[config.mk]
export PLATFORM = sky130hd
export DESIGN_NAME = sorted_insert_drain_queue
export DESIGN_NICKNAME = d
export VERILOG_FILES = /design/src/rtl/sidq_pkg.sv /design/src/rtl/sidq_ctrl.sv /design/src/rtl/sidq_datapath.sv /design/src/rtl/sorted_insert_drain_queue.sv
export SDC_FILE = /design/constraint.sdc
export NUM_CORES = 2
export LEC_CHECK = 0
export BUFFER_PORTS_ARGS = -buffer_cell sky130_fd_sc_hd__buf_2
export CORE_MARGIN = 3
export CORE_UTILIZATION = 35
export CTS_CLUSTER_DIAMETER = 150
export DETAILED_ROUTE_END_ITERATION = 12
export GPL_ROUTABILITY_DRIVEN = 0
export MAX_ROUTING_LAYER = met4
export SLEW_MARGIN = 5
export SYNTH_ARGS = -nofsm -noshare
export SYNTH_HDL_FRONTEND = slang
export SYNTH_SLANG_ARGS = --single-unit
[constraint.sdc]
create_clock -name clk -period 5.12 [get_ports clk]
set_clock_uncertainty 0.1 [all_clocks]
set_input_delay 0.512 -clock clk [delete_from_list [all_inputs] [get_ports clk]]
set_output_delay 0.512 -clock clk [all_outputs]
set_load 0.01 [all_outputs]
[src/rtl/sidq_pkg.sv]
// Package for the sorted insert/drain queue.
// Item types, status codes and controller/datapath signal groups.
// No dependencies.
`timescale 1ns / 1ps

package sidq_pkg;

  localparam logic       REQ_INSERT  = 1'b0;
  localparam logic       REQ_DRAIN   = 1'b1;

  localparam logic [1:0] ST_INSERTED = 2'd0;
  localparam logic [1:0] ST_DROPPED  = 2'd1;
  localparam logic [1:0] ST_EMITTED  = 2'd2;
  localparam logic [1:0] ST_EMPTY    = 2'd3;

  typedef struct packed {
    logic        req_type;
    logic [15:0] sort_key;
    logic [15:0] item_tag;
  } in_item_t;

  typedef struct packed {
    logic [15:0] out_key;
    logic [15:0] out_tag;
    logic [1:0]  status;
    logic        last;
  } out_item_t;

  // controller -> datapath
  typedef struct packed {
    logic       cap;       // latch incoming key and tag
    logic       cmp;       // compare new key against every cell
    logic       ins;       // shift cells right and insert
    logic       pop;       // move head into result, shift cells left
    logic       load_out;  // write result register
    logic [1:0] status;
  } dp_cmd_t;

  // datapath -> controller
  typedef struct packed {
    logic empty;
    logic full;
    logic one;      // exactly one entry held
    logic out_free; // result register can take a new item this cycle
  } dp_stat_t;

endpackage

[src/rtl/sidq_ctrl.sv]
// Controller FSM for the sorted insert/drain queue.
// Sequences compare, insert and drain steps; uses sidq_pkg.
`timescale 1ns / 1ps

module sidq_ctrl
  import sidq_pkg::*;
(
  input  logic     clk,
  input  logic     rst_n,
  input  logic     in_valid,
  input  logic     in_req_type,
  output logic     in_ready,
  input  dp_stat_t stat,
  output dp_cmd_t  cmd
);

  localparam logic [1:0] S_IDLE  = 2'd0;
  localparam logic [1:0] S_CMP   = 2'd1;
  localparam logic [1:0] S_INS   = 2'd2;
  localparam logic [1:0] S_DRAIN = 2'd3;

  logic [1:0] state_r, state_nxt;
  logic       fin;
  logic       in_fire;

  always_comb begin
    cmd = '0;
    fin = 1'b0;
    unique case (state_r)
      S_IDLE: begin
        fin = 1'b0;
      end
      S_CMP: begin
        cmd.cmp = 1'b1;
      end
      S_INS: begin
        if (stat.out_free) begin
          cmd.load_out = 1'b1;
          cmd.status   = stat.full ? ST_DROPPED : ST_INSERTED;
          cmd.ins      = !stat.full;
          fin          = 1'b1;
        end
      end
      S_DRAIN: begin
        if (stat.out_free) begin
          cmd.load_out = 1'b1;
          if (stat.empty) begin
            cmd.status = ST_EMPTY;
            fin        = 1'b1;
          end else begin
            cmd.status = ST_EMITTED;
            cmd.pop    = 1'b1;
            fin        = stat.one;
          end
        end
      end
      default: begin
        fin = 1'b0;
      end
    endcase
    in_ready = (state_r == S_IDLE) || fin;
    in_fire  = in_valid && in_ready;
    cmd.cap  = in_fire;
  end

  always_comb begin
    state_nxt = state_r;
    priority if (in_fire) begin
      state_nxt = (in_req_type == REQ_DRAIN) ? S_DRAIN : S_CMP;
    end else if (fin) begin
      state_nxt = S_IDLE;
    end else if (state_r == S_CMP) begin
      state_nxt = S_INS;
    end
  end

  always_ff @(posedge clk) begin
    if (!rst_n) begin
      state_r <= S_IDLE;
    end else begin
      state_r <= state_nxt;
    end
  end

endmodule

[src/rtl/sidq_datapath.sv]
// Datapath for the sorted insert/drain queue: a row of shift cells,
// per-cell compare flags, entry count and the result register. Uses sidq_pkg.
`timescale 1ns / 1ps

module sidq_datapath
  import sidq_pkg::*;
#(
  parameter int QUEUE_DEPTH = 32
) (
  input  logic      clk,
  input  logic      rst_n,
  input  in_item_t  in_item,
  input  dp_cmd_t   cmd,
  output dp_stat_t  stat,
  input  logic      out_ready,
  output logic      out_valid,
  output out_item_t out_item
);

  localparam int CW = $clog2(QUEUE_DEPTH + 1);

  logic [15:0]      key_r [QUEUE_DEPTH];
  logic [15:0]      tag_r [QUEUE_DEPTH];
  logic [QUEUE_DEPTH-1:0] stay_r;   // cell keeps its place on insert
  logic [QUEUE_DEPTH-1:0] stay_nxt;
  logic [CW-1:0]    count_r;
  logic [15:0]      new_key_r, new_tag_r;
  logic             out_valid_r;
  out_item_t        out_r;

  logic [QUEUE_DEPTH-1:0] vld, lt, gt;
  logic                   gt_any;

  // A cell stays if its key is below the new key; when no held key exceeds
  // the new key the insert appends after all equal keys.
  always_comb begin
    for (int i = 0; i < QUEUE_DEPTH; i++) begin
      vld[i] = count_r > CW'(i);
      lt[i]  = key_r[i] < new_key_r;
      gt[i]  = vld[i] && (key_r[i] > new_key_r);
    end
    gt_any   = |gt;
    stay_nxt = vld & (lt | {QUEUE_DEPTH{!gt_any}});
  end

  assign stat.empty    = (count_r == '0);
  assign stat.full     = (count_r == CW'(QUEUE_DEPTH));
  assign stat.one      = (count_r == CW'(1));
  assign stat.out_free = !out_valid_r || out_ready;

  always_ff @(posedge clk) begin
    if (cmd.cap) begin
      new_key_r <= in_item.sort_key;
      new_tag_r <= in_item.item_tag;
    end
    if (cmd.cmp) begin
      stay_r <= stay_nxt;
    end
  end

  for (genvar g = 0; g < QUEUE_DEPTH; g++) begin : g_cell
    logic ins_here;
    if (g == 0) begin : g_head
      assign ins_here = 1'b1;
    end else begin : g_body
      assign ins_here = stay_r[g-1];
    end

    always_ff @(posedge clk) begin
      if (cmd.ins && !stay_r[g]) begin
        if (ins_here) begin
          key_r[g] <= new_key_r;
          tag_r[g] <= new_tag_r;
        end else if (g > 0) begin
          key_r[g] <= key_r[(g > 0) ? g - 1 : 0];
          tag_r[g] <= tag_r[(g > 0) ? g - 1 : 0];
        end
      end else if (cmd.pop && (g < QUEUE_DEPTH - 1)) begin
        key_r[g] <= key_r[(g < QUEUE_DEPTH - 1) ? g + 1 : g];
        tag_r[g] <= tag_r[(g < QUEUE_DEPTH - 1) ? g + 1 : g];
      end
    end
  end

  always_ff @(posedge clk) begin
    if (!rst_n) begin
      count_r     <= '0;
      out_valid_r <= 1'b0;
    end else begin
      if (cmd.ins) begin
        count_r <= count_r + CW'(1);
      end else if (cmd.pop) begin
        count_r <= count_r - CW'(1);
      end
      if (cmd.load_out) begin
        out_valid_r <= 1'b1;
      end else if (out_ready) begin
        out_valid_r <= 1'b0;
      end
    end
  end

  always_ff @(posedge clk) begin
    if (cmd.load_out) begin
      out_r.out_key <= cmd.pop ? key_r[0] : 16'd0;
      out_r.out_tag <= cmd.pop ? tag_r[0] : 16'd0;
      out_r.status  <= cmd.status;
      out_r.last    <= cmd.pop ? stat.one : 1'b1;
    end
  end

  assign out_valid = out_valid_r;
  assign out_item  = out_r;

  a_count_range: assert property (@(posedge clk) disable iff (!rst_n)
    count_r <= CW'(QUEUE_DEPTH))
    else $error("entry count above depth");

  a_no_ins_full: assert property (@(posedge clk) disable iff (!rst_n)
    cmd.ins |-> !stat.full && !cmd.pop)
    else $error("insert into full list or with pop");

  a_no_pop_empty: assert property (@(posedge clk) disable iff (!rst_n)
    cmd.pop |-> !stat.empty)
    else $error("pop from empty list");

  a_no_overwrite: assert property (@(posedge clk) disable iff (!rst_n)
    cmd.load_out |-> stat.out_free)
    else $error("result register overwritten while held");

endmodule

[src/rtl/sorted_insert_drain_queue.sv]
// Top level of the sorted insert/drain queue.
// Joins sidq_ctrl and sidq_datapath; uses sidq_pkg.
//
// Usage:
//   in_valid/in_ready/in_item carry requests: req_type selects insert or
//   drain, sort_key and item_tag give the entry to insert.
//   out_valid/out_ready/out_item carry results: one per insert (inserted or
//   dropped because full), one per held entry on a drain in ascending key
//   order with last on the final one, or a single empty status when a drain
//   finds the list empty.
//   Insert: the compare step checks the new key against every cell, then
//   the insert step shifts the cells and writes the result; a new item is
//   accepted during the insert step, which waits while the result register
//   is still held.
//   Drain: one entry per cycle from the head cell while the result register
//   is free; the next item is accepted with the final entry.
//   The result register frees the block from the receiver: while out_ready
//   is low the held result stays and the block pauses before its next write.
//   Reset clears the entry count and the result valid; no clearing pass.
`timescale 1ns / 1ps

module sorted_insert_drain_queue
  import sidq_pkg::*;
#(
  parameter int QUEUE_DEPTH = 32
) (
  input  logic      clk,
  input  logic      rst_n,
  input  logic      in_valid,
  output logic      in_ready,
  input  in_item_t  in_item,
  output logic      out_valid,
  input  logic      out_ready,
  output out_item_t out_item
);

  dp_cmd_t  cmd;
  dp_stat_t stat;

  sidq_ctrl u_ctrl (
    .clk         (clk),
    .rst_n       (rst_n),
    .in_valid    (in_valid),
    .in_req_type (in_item.req_type),
    .in_ready    (in_ready),
    .stat        (stat),
    .cmd         (cmd)
  );

  sidq_datapath #(
    .QUEUE_DEPTH (QUEUE_DEPTH)
  ) u_dp (
    .clk       (clk),
    .rst_n     (rst_n),
    .in_item   (in_item),
    .cmd       (cmd),
    .stat      (stat),
    .out_ready (out_ready),
    .out_valid (out_valid),
    .out_item  (out_item)
  );

endmodule
Word-level counts from Yosys, hierarchy flattened:

Memory sizes are Yosys's and may differ from the RTL's.
Index checks and enable logic that the tools add are counted.
W data, S select, Z words.

* output and inout port bits: 37
* bits in writable memories: 1024
* register bits after elaboration: 108
* logic and storage cells: 746
* input bits: 37
* memories: 2

Memory list
* u_dp.key_r: depth 32, width 16, read ports 32, clocked after Yosys merged registers in 0, wr ports 32, line sidq_datapath.sv:22 `logic [15:0] key_r [QUEUE_DEPTH];`
* u_dp.tag_r: depth 32, width 16, read ports 32, clocked after Yosys merged registers in 0, wr ports 32, line sidq_datapath.sv:23 `logic [15:0] tag_r [QUEUE_DEPTH];`

* muxes and demuxes: 397
* bitwise gates (word level): 126
* eq/ne operators: 5
* $add $sub $neg: 2
* reduce and logical (&&, ||, !) cells: 108
* $lt $le $gt $ge: 96

Operator list (count)
* $mux W16: 124
* $gt A16 B16 Y1: 32
* $lt A16 B16 Y1: 32
* $mux W1: 263
* $or A1 B1 Y1: 124
* $gt A6 B5 Y1 const B: 16
* $logic_and A1 B1 Y1: 65
* $gt A6 B4 Y1 const B: 8
* $logic_not A1 Y1: 35
* $and A32 B32 Y32: 1
* $or A32 B32 Y32: 1
* $reduce_or A32 Y1: 1
* $gt A6 B3 Y1 const B: 4
* $gt A6 B1 Y1 const B: 2
* $gt A6 B2 Y1 const B: 2
* $mux W6: 2
* $mux W2: 4
* $add A6 B1 Y6 const B: 1
* $eq A6 B1 Y1 const B: 1
* $eq A6 B6 Y1 const B: 1
* $logic_not A6 Y1: 1
* $pmux W3 S2: 1
* $sub A6 B1 Y6 const B: 1
* $eq A2 B2 Y1 const B: 2
* other kinds (8): 10

Depth between registers and ports, before layout:

* depth in word-level cells: 9
* mapped depth: 13
* gate-level depth less buffers: 10

Hierarchy:

Synthesis repeated with hierarchy kept, for this count alone.

* cells, all modules: 6236
* area, all modules: 67703.7 um^2

By module, submodules not included
* sidq_datapath: area each 67539.8 um^2, cells each 6215, instances 1, seq. area each 33862.5 um^2
* sidq_ctrl: area each 163.9 um^2, cells each 21, instances 1, seq. area each 40.0 um^2

Worst setup path after synthesis:

No wires, ideal clock.

* kind: input to register
* start: in out_ready
* end: mem u_dp.key_r[8][0] (netlist: u_dp.key_r[0][128]) (enable)
* data arrival time: 4.502 ns
* library setup time: 0.466 ns
* stages: 8
* slack: 0.053 ns
* path buffers: 3
* required time: 4.554 ns
* cell sequence: nand2b_1 > nand2_1 > inv_1 > o211ai_1 > buf_2 > buf_2 > clkbuf_1 > o21ai_0

RTL lines
* start, declared: line sorted_insert_drain_queue.sv:33 `input logic out_ready,`
* end, declared: line sidq_datapath.sv:22

Worst setup path after layout:

* start: reg u_dp.new_key_r[14]
* end: reg u_dp.stay_r[2] (data pin)

* longest elaborated chain between the ends: 6
* elaborated cells between the ends (all ways): 69
* those cells by class: order compare (33); bitwise (2); reduce/logical (34)

RTL lines
* start, declared: line sidq_datapath.sv:27 `logic [15:0] new_key_r, new_tag_r;`
* start signal, assigned: line sidq_datapath.sv:53 `new_key_r <= in_item.sort_key;`
* $gt A16 B16 Y1: line sidq_datapath.sv:40 `gt[i] = vld[i] && (key_r[i] > new_key_r);`
* $logic_and A1 B1 Y1: line sidq_datapath.sv:40
* $reduce_or A32 Y1: line sidq_datapath.sv:42 `gt_any = |gt;`
* $logic_not A1 Y1: line sidq_datapath.sv:43 `stay_nxt = vld & (lt | {QUEUE_DEPTH{!gt_any}});`
* $or A32 B32 Y32 *: line sidq_datapath.sv:43
* $and A32 B32 Y32 *: line sidq_datapath.sv:43
* named net u_dp.stay_nxt[2]: line sidq_datapath.sv:25 `logic [QUEUE_DEPTH-1:0] stay_nxt;`
* end signal, assigned: line sidq_datapath.sv:57 `stay_r <= stay_nxt;`
* end, declared: line sidq_datapath.sv:24 `logic [QUEUE_DEPTH-1:0] stay_r;`

Mark *: on every way through the listed nets, which the timed path passes. The rest lies on a longest branch.
A chain may end at the register's enable or synchronous reset.

==> summary.txt <==
Routing
  – Via density per instance: 5.732
  – Final wirelength: between 200000 and 250000 um
  – Vias: ~50000
  – Iteration-0 DRC Markers: 4141
  – WL per Instance: 23.43 um
  – Post-route ant nets: 0
  – # DRC: 0
  – First-pass iteration count of the detailed router: 6

Die
  – Initial core utilization: 35.34%
  – Core Box Area: 190800 sq um
  – Die area: 197900 sq um
  – Die height: approximately 440 um
  – FP Rows: 160
  – I/O pins: 74
  – Die Wd: 444.9 um

Power
  – Combinational fraction of design power: 17.4%
  – Sw Pwr: 0.007558 W
  – Sw Share: 29.70%
  – Clock power frac: 35.7%
  – Pint: 0.01789 W
  – IR drop worst, VDD: 0.3511 mV
  – Seq pwr share: between 40% and 50%
  – Leak pwr: 24.47 nW
  – Pwr Density: 336.6 nW/um^2

CTS
  – Num Clock Sinks: between 1000 and 1500
  – Number of buffers created by CTS: 132
  – Clk slew on worst S/H paths: about 0.06 ns
  – Post-CTS Setup Inserts: 0
  – Clk_lat worst skew: ~0.80 ns
  – Root Driver: clkbuf_16
  – CTS tree: built
  – H-tree levels: 4
  – Bufs on Longest Clock Path: 3

Timing
  – Slew headroom: 13.96%
  – Post-route minimum period: approximately 4.8 ns
  – Fmax: 0.2094 GHz
  – Slew Viols, Final: 0
  – Slew @ Worst Pin: 1.291 ns
  – Final-report hold violation count: 0
  – Fraction of the cycle the final worst path needs: 93.28%
  – Setup-failing EPs final: 0
  – Fin Setup TNS: 0 ns
  – RSZ-0062 raised after global routing: false

Critical path
  – Worst Setup Start Kind: flop
  – Critical-path top delay cell: nand2_1
  – Worst Path Required: 5.61 ns
  – Worst Path Buf+Inv: 4
  – Worst path depth: 13
  – Critical path's largest stage delay: roughly 0.50 ns
  – Worst r2r path cells: 13
  – Crit Reg-Reg Endpoint: u_dp.stay_r[2]$_DFFE_PP_
  – CP cell instances: clkinvlp_4, buf_12, ha_1, a21oi_1, nand2_1, a221o_1, nor3_1, buf_4, o32ai_1, a2111oi_4, buf_4, nand2_1, o31ai_1
  – Critical Path Fanout Max: 20
  – Delay-heaviest family, CP: compound AO/OA/AOI/OAI gates
  – CP Capture Type: flop
  – Critical Path AT: 5.27 ns
  – Setup CP Type: reg -> reg
  – CP endpoint: u_dp.stay_r[2]$_DFFE_PP_
  – Reg2reg setup slack: 0.34 ns
  – CP Launch Point: u_dp.new_key_r[14]$_DFFE_PP_
  – R2R Path Start: u_dp.new_key_r[14]$_DFFE_PP_

Finish
  – Area occupied by multi-input gates: 31860 sq um
  – P&R area growth vs syn: 12.13%
  – Share of layout cells above drive strength 1: 8.475%
  – Filler Cell Count: around 18000
  – Fin nets: 6740
  – Post-route cell area: 75590 sq um
  – Reg area: 33900 sq um

Logic synthesis
  – Synth cell types: just under 70
  – Main combinational cell family by area after synthesis: multiplexers
  – Async S/R FF share, synth: 0%
  – EDFF count, synth: 1123
  – Syn. warnings: 0
  – Main synth FF type: edfxtp_1
  – Mapped cell area: around 67000 sq um
  – Post-Synth Simple-Gate Area: 10.22%
  – Post-synthesis net count: 6768
  – Mux contribution to synthesized area: 14.40%
  – Post-synthesis compound-gate area fraction: 12.26%
  – Post-synth top area cell: edfxtp_1
  – Synth area leaders: edfxtp_1, mux2i_1, ha_1
  – Share of the synthesized area in the top cell type: 50.02%
  – Gate Count Post-Synth: ~6200
  – Post-synthesis adder-cell area fraction: a little under a tenth
  – Synth Area in XOR/XNOR: 0.05196%
  – Register area share after synthesis: 50.29%
  – Mean Syn Cell Area: 10.85 sq um
  – FF+latch count, synth: 1132

Outcome
  – Status: finished clean

Global routing
  – Grt total ovfl: 0
  – Antenna violations before repair: 3
  – Gr usage total: 20.98%
  – Largest net degree at the start of global routing: around 230
  – First-pass GRT wire length: 313700 um
  – Vias in the first global route: 50890

Place
  – Placed Area: 71170 sq um
  – Dpl hpwl: 141800 um
  – IO Port Bufs: 73

Hold path
  – Hold Crit Start: in_item[22]
  – Worst min path class: in -> reg

Run
  – Max_cap viols: 0
[kinds of logic (layout without fill, tap and decap cells)]
kind of cell / after synthesis / count (layout)
XOR/XNOR: 4 / 4
buffers and inverters: 513 / 587
AO/OA/AOI/OAI: 1499 / 1499
other: 0 / 2
flip-flops: 1132 / 1132
AND/OR/NAND/NOR: 1583 / 1583
multiplexers: 968 / 968
adder cells (fa/ha/maj): 516 / 516
[final cells by class]
type	instances	share of cell area (%)
repair buffers	284	3.168
clock inverters	75	0.7978
multi-input cells	4570	42.14
well taps	2511	4.156
flip-flops and latches	1132	44.85
inverters	67	0.3377
clock buffers	161	4.542
diodes	2	0.006621
[how the worst min path moves through the flow]
stage                                               to  slack (ns)  depth (start not counted)
after global placement    u_dp.tag_r[1][231]$_DFFE_PP_        0.40                          2
final                      u_dp.new_key_r[6]$_DFFE_PP_        0.33                          2
after global routing       u_dp.new_tag_r[3]$_DFFE_PP_        0.31                          2
after floorplan            u_dp.out_valid$_SDFFE_PN0P_        0.39                          2
after detailed placement  u_dp.tag_r[1][237]$_DFFE_PP_        0.41                          2
after CTS                 u_dp.new_tag_r[13]$_DFFE_PP_        0.27                          2
[layer usage]
metal,GRT usage [%],vias to the layer above,wire length (um),share of wire (%)
met5,-,-,0,0
met4,7.180,0,7093,3.4
met3,2.842,398,11100,5.4
met2,34.90,1550,100300,49
met1,26.27,25360,87700,43
li1,-,23150,-,-
[cell usage after synthesis (10+ instances only)]
| cell | instances |
|---|---|
| a211oi_1 | 14 |
| a21o_1 | 71 |
| a21oi_1 | 190 |
| a221o_1 | 18 |
| a221oi_1 | 10 |
| and3_1 | 36 |
| buf_1 | 19 |
| buf_2 | 169 |
| clkbuf_1 | 254 |
| edfxtp_1 | 1123 |
| ha_1 | 516 |
| inv_1 | 67 |
| mux2_2 | 17 |
| mux2i_1 | 951 |
| nand2_1 | 1162 |
| nand2b_1 | 19 |
| nand3_1 | 62 |
| nand4_1 | 98 |
| nor2_1 | 57 |
| nor2b_1 | 26 |
| nor3_1 | 27 |
| nor3_2 | 24 |
| nor4_1 | 23 |
| o211ai_1 | 23 |
| o21a_1 | 10 |
| o21ai_0 | 1079 |
| o22ai_1 | 11 |
| o31ai_2 | 11 |
[placed cells by master, fill, tap and decap left out, types with 73 or more instances in the layout]
master / netlist / layout
nand2_1: 1162 / 1161
edfxtp_1: 1123 / 1123
buf_4: 2 / 145
a21oi_1: 190 / 190
ha_1: 516 / 516
o21ai_0: 1079 / 1048
nand4_1: 98 / 98
buf_2: 169 / 73
mux2i_1: 951 / 951
clkbuf_16: 0 / 133
[worst register-to-register path, delay by kind of cell (launching register included)]
kind | cells | cell delay [ns]
buffers and inverters | 4 | 1.32
AOI/OAI and AO/OA | 5 | 1.39
adders and majority gates | 1 | 0.35
and+or+nand+nor | 3 | 1.03
DFF | 1 | 0.40
[registers in the layout, indices dropped and copies added (netlist names)]
name and flops:
u_dp.new_tag_r 16, u_dp.new_key_r 16, u_dp.tag_r 512, u_ctrl.state_r 2, u_dp.stay_r 32, u_dp.count_r 6
u_dp.out_item 35, u_dp.out_valid 1, u_dp.key_r 512
[power by group through the flow]
| stage | combinational [W] | clock (W) | sequential (W) |
|---|---|---|---|
| 2_1_floorplan | 0.00286 | 0 | 0.0119 |
| 3_3_place_gp | 0.00423 | 0 | 0.0121 |
| 3_5_place_dp | 0.00437 | 0 | 0.0121 |
| 4_1_cts | 0.00441 | 0.00927 | 0.0119 |
| 5_1_grt | 0.00490 | 0.00958 | 0.0120 |
| 6_report | 0.00443 | 0.00910 | 0.0119 |
[metrics by stage]
stage                     utilization (%)  cells  worst slack (ns)  hold slack, ns  total power [W]
final                               39.62   8802            0.3443          0.3343          0.02545
after detailed placement            37.30   8526            0.2122          0.4131          0.01647
after CTS                           39.62   8800            0.2014          0.2731          0.02559
after floorplan                         -   6215           0.05257          0.3893          0.01473
after global routing                39.62   8800            0.1318          0.3120          0.02646
after global placement              37.30   8526            0.2888          0.4024          0.01632
[repair_timing]
action	4_1_cts	5_1_grt
resized for setup	0	1
setup endpoints to repair	0	13
hold endpoints to repair	41	0
hold buffers	38	0
No activity file was read; power rests on OpenSTA's default activity.
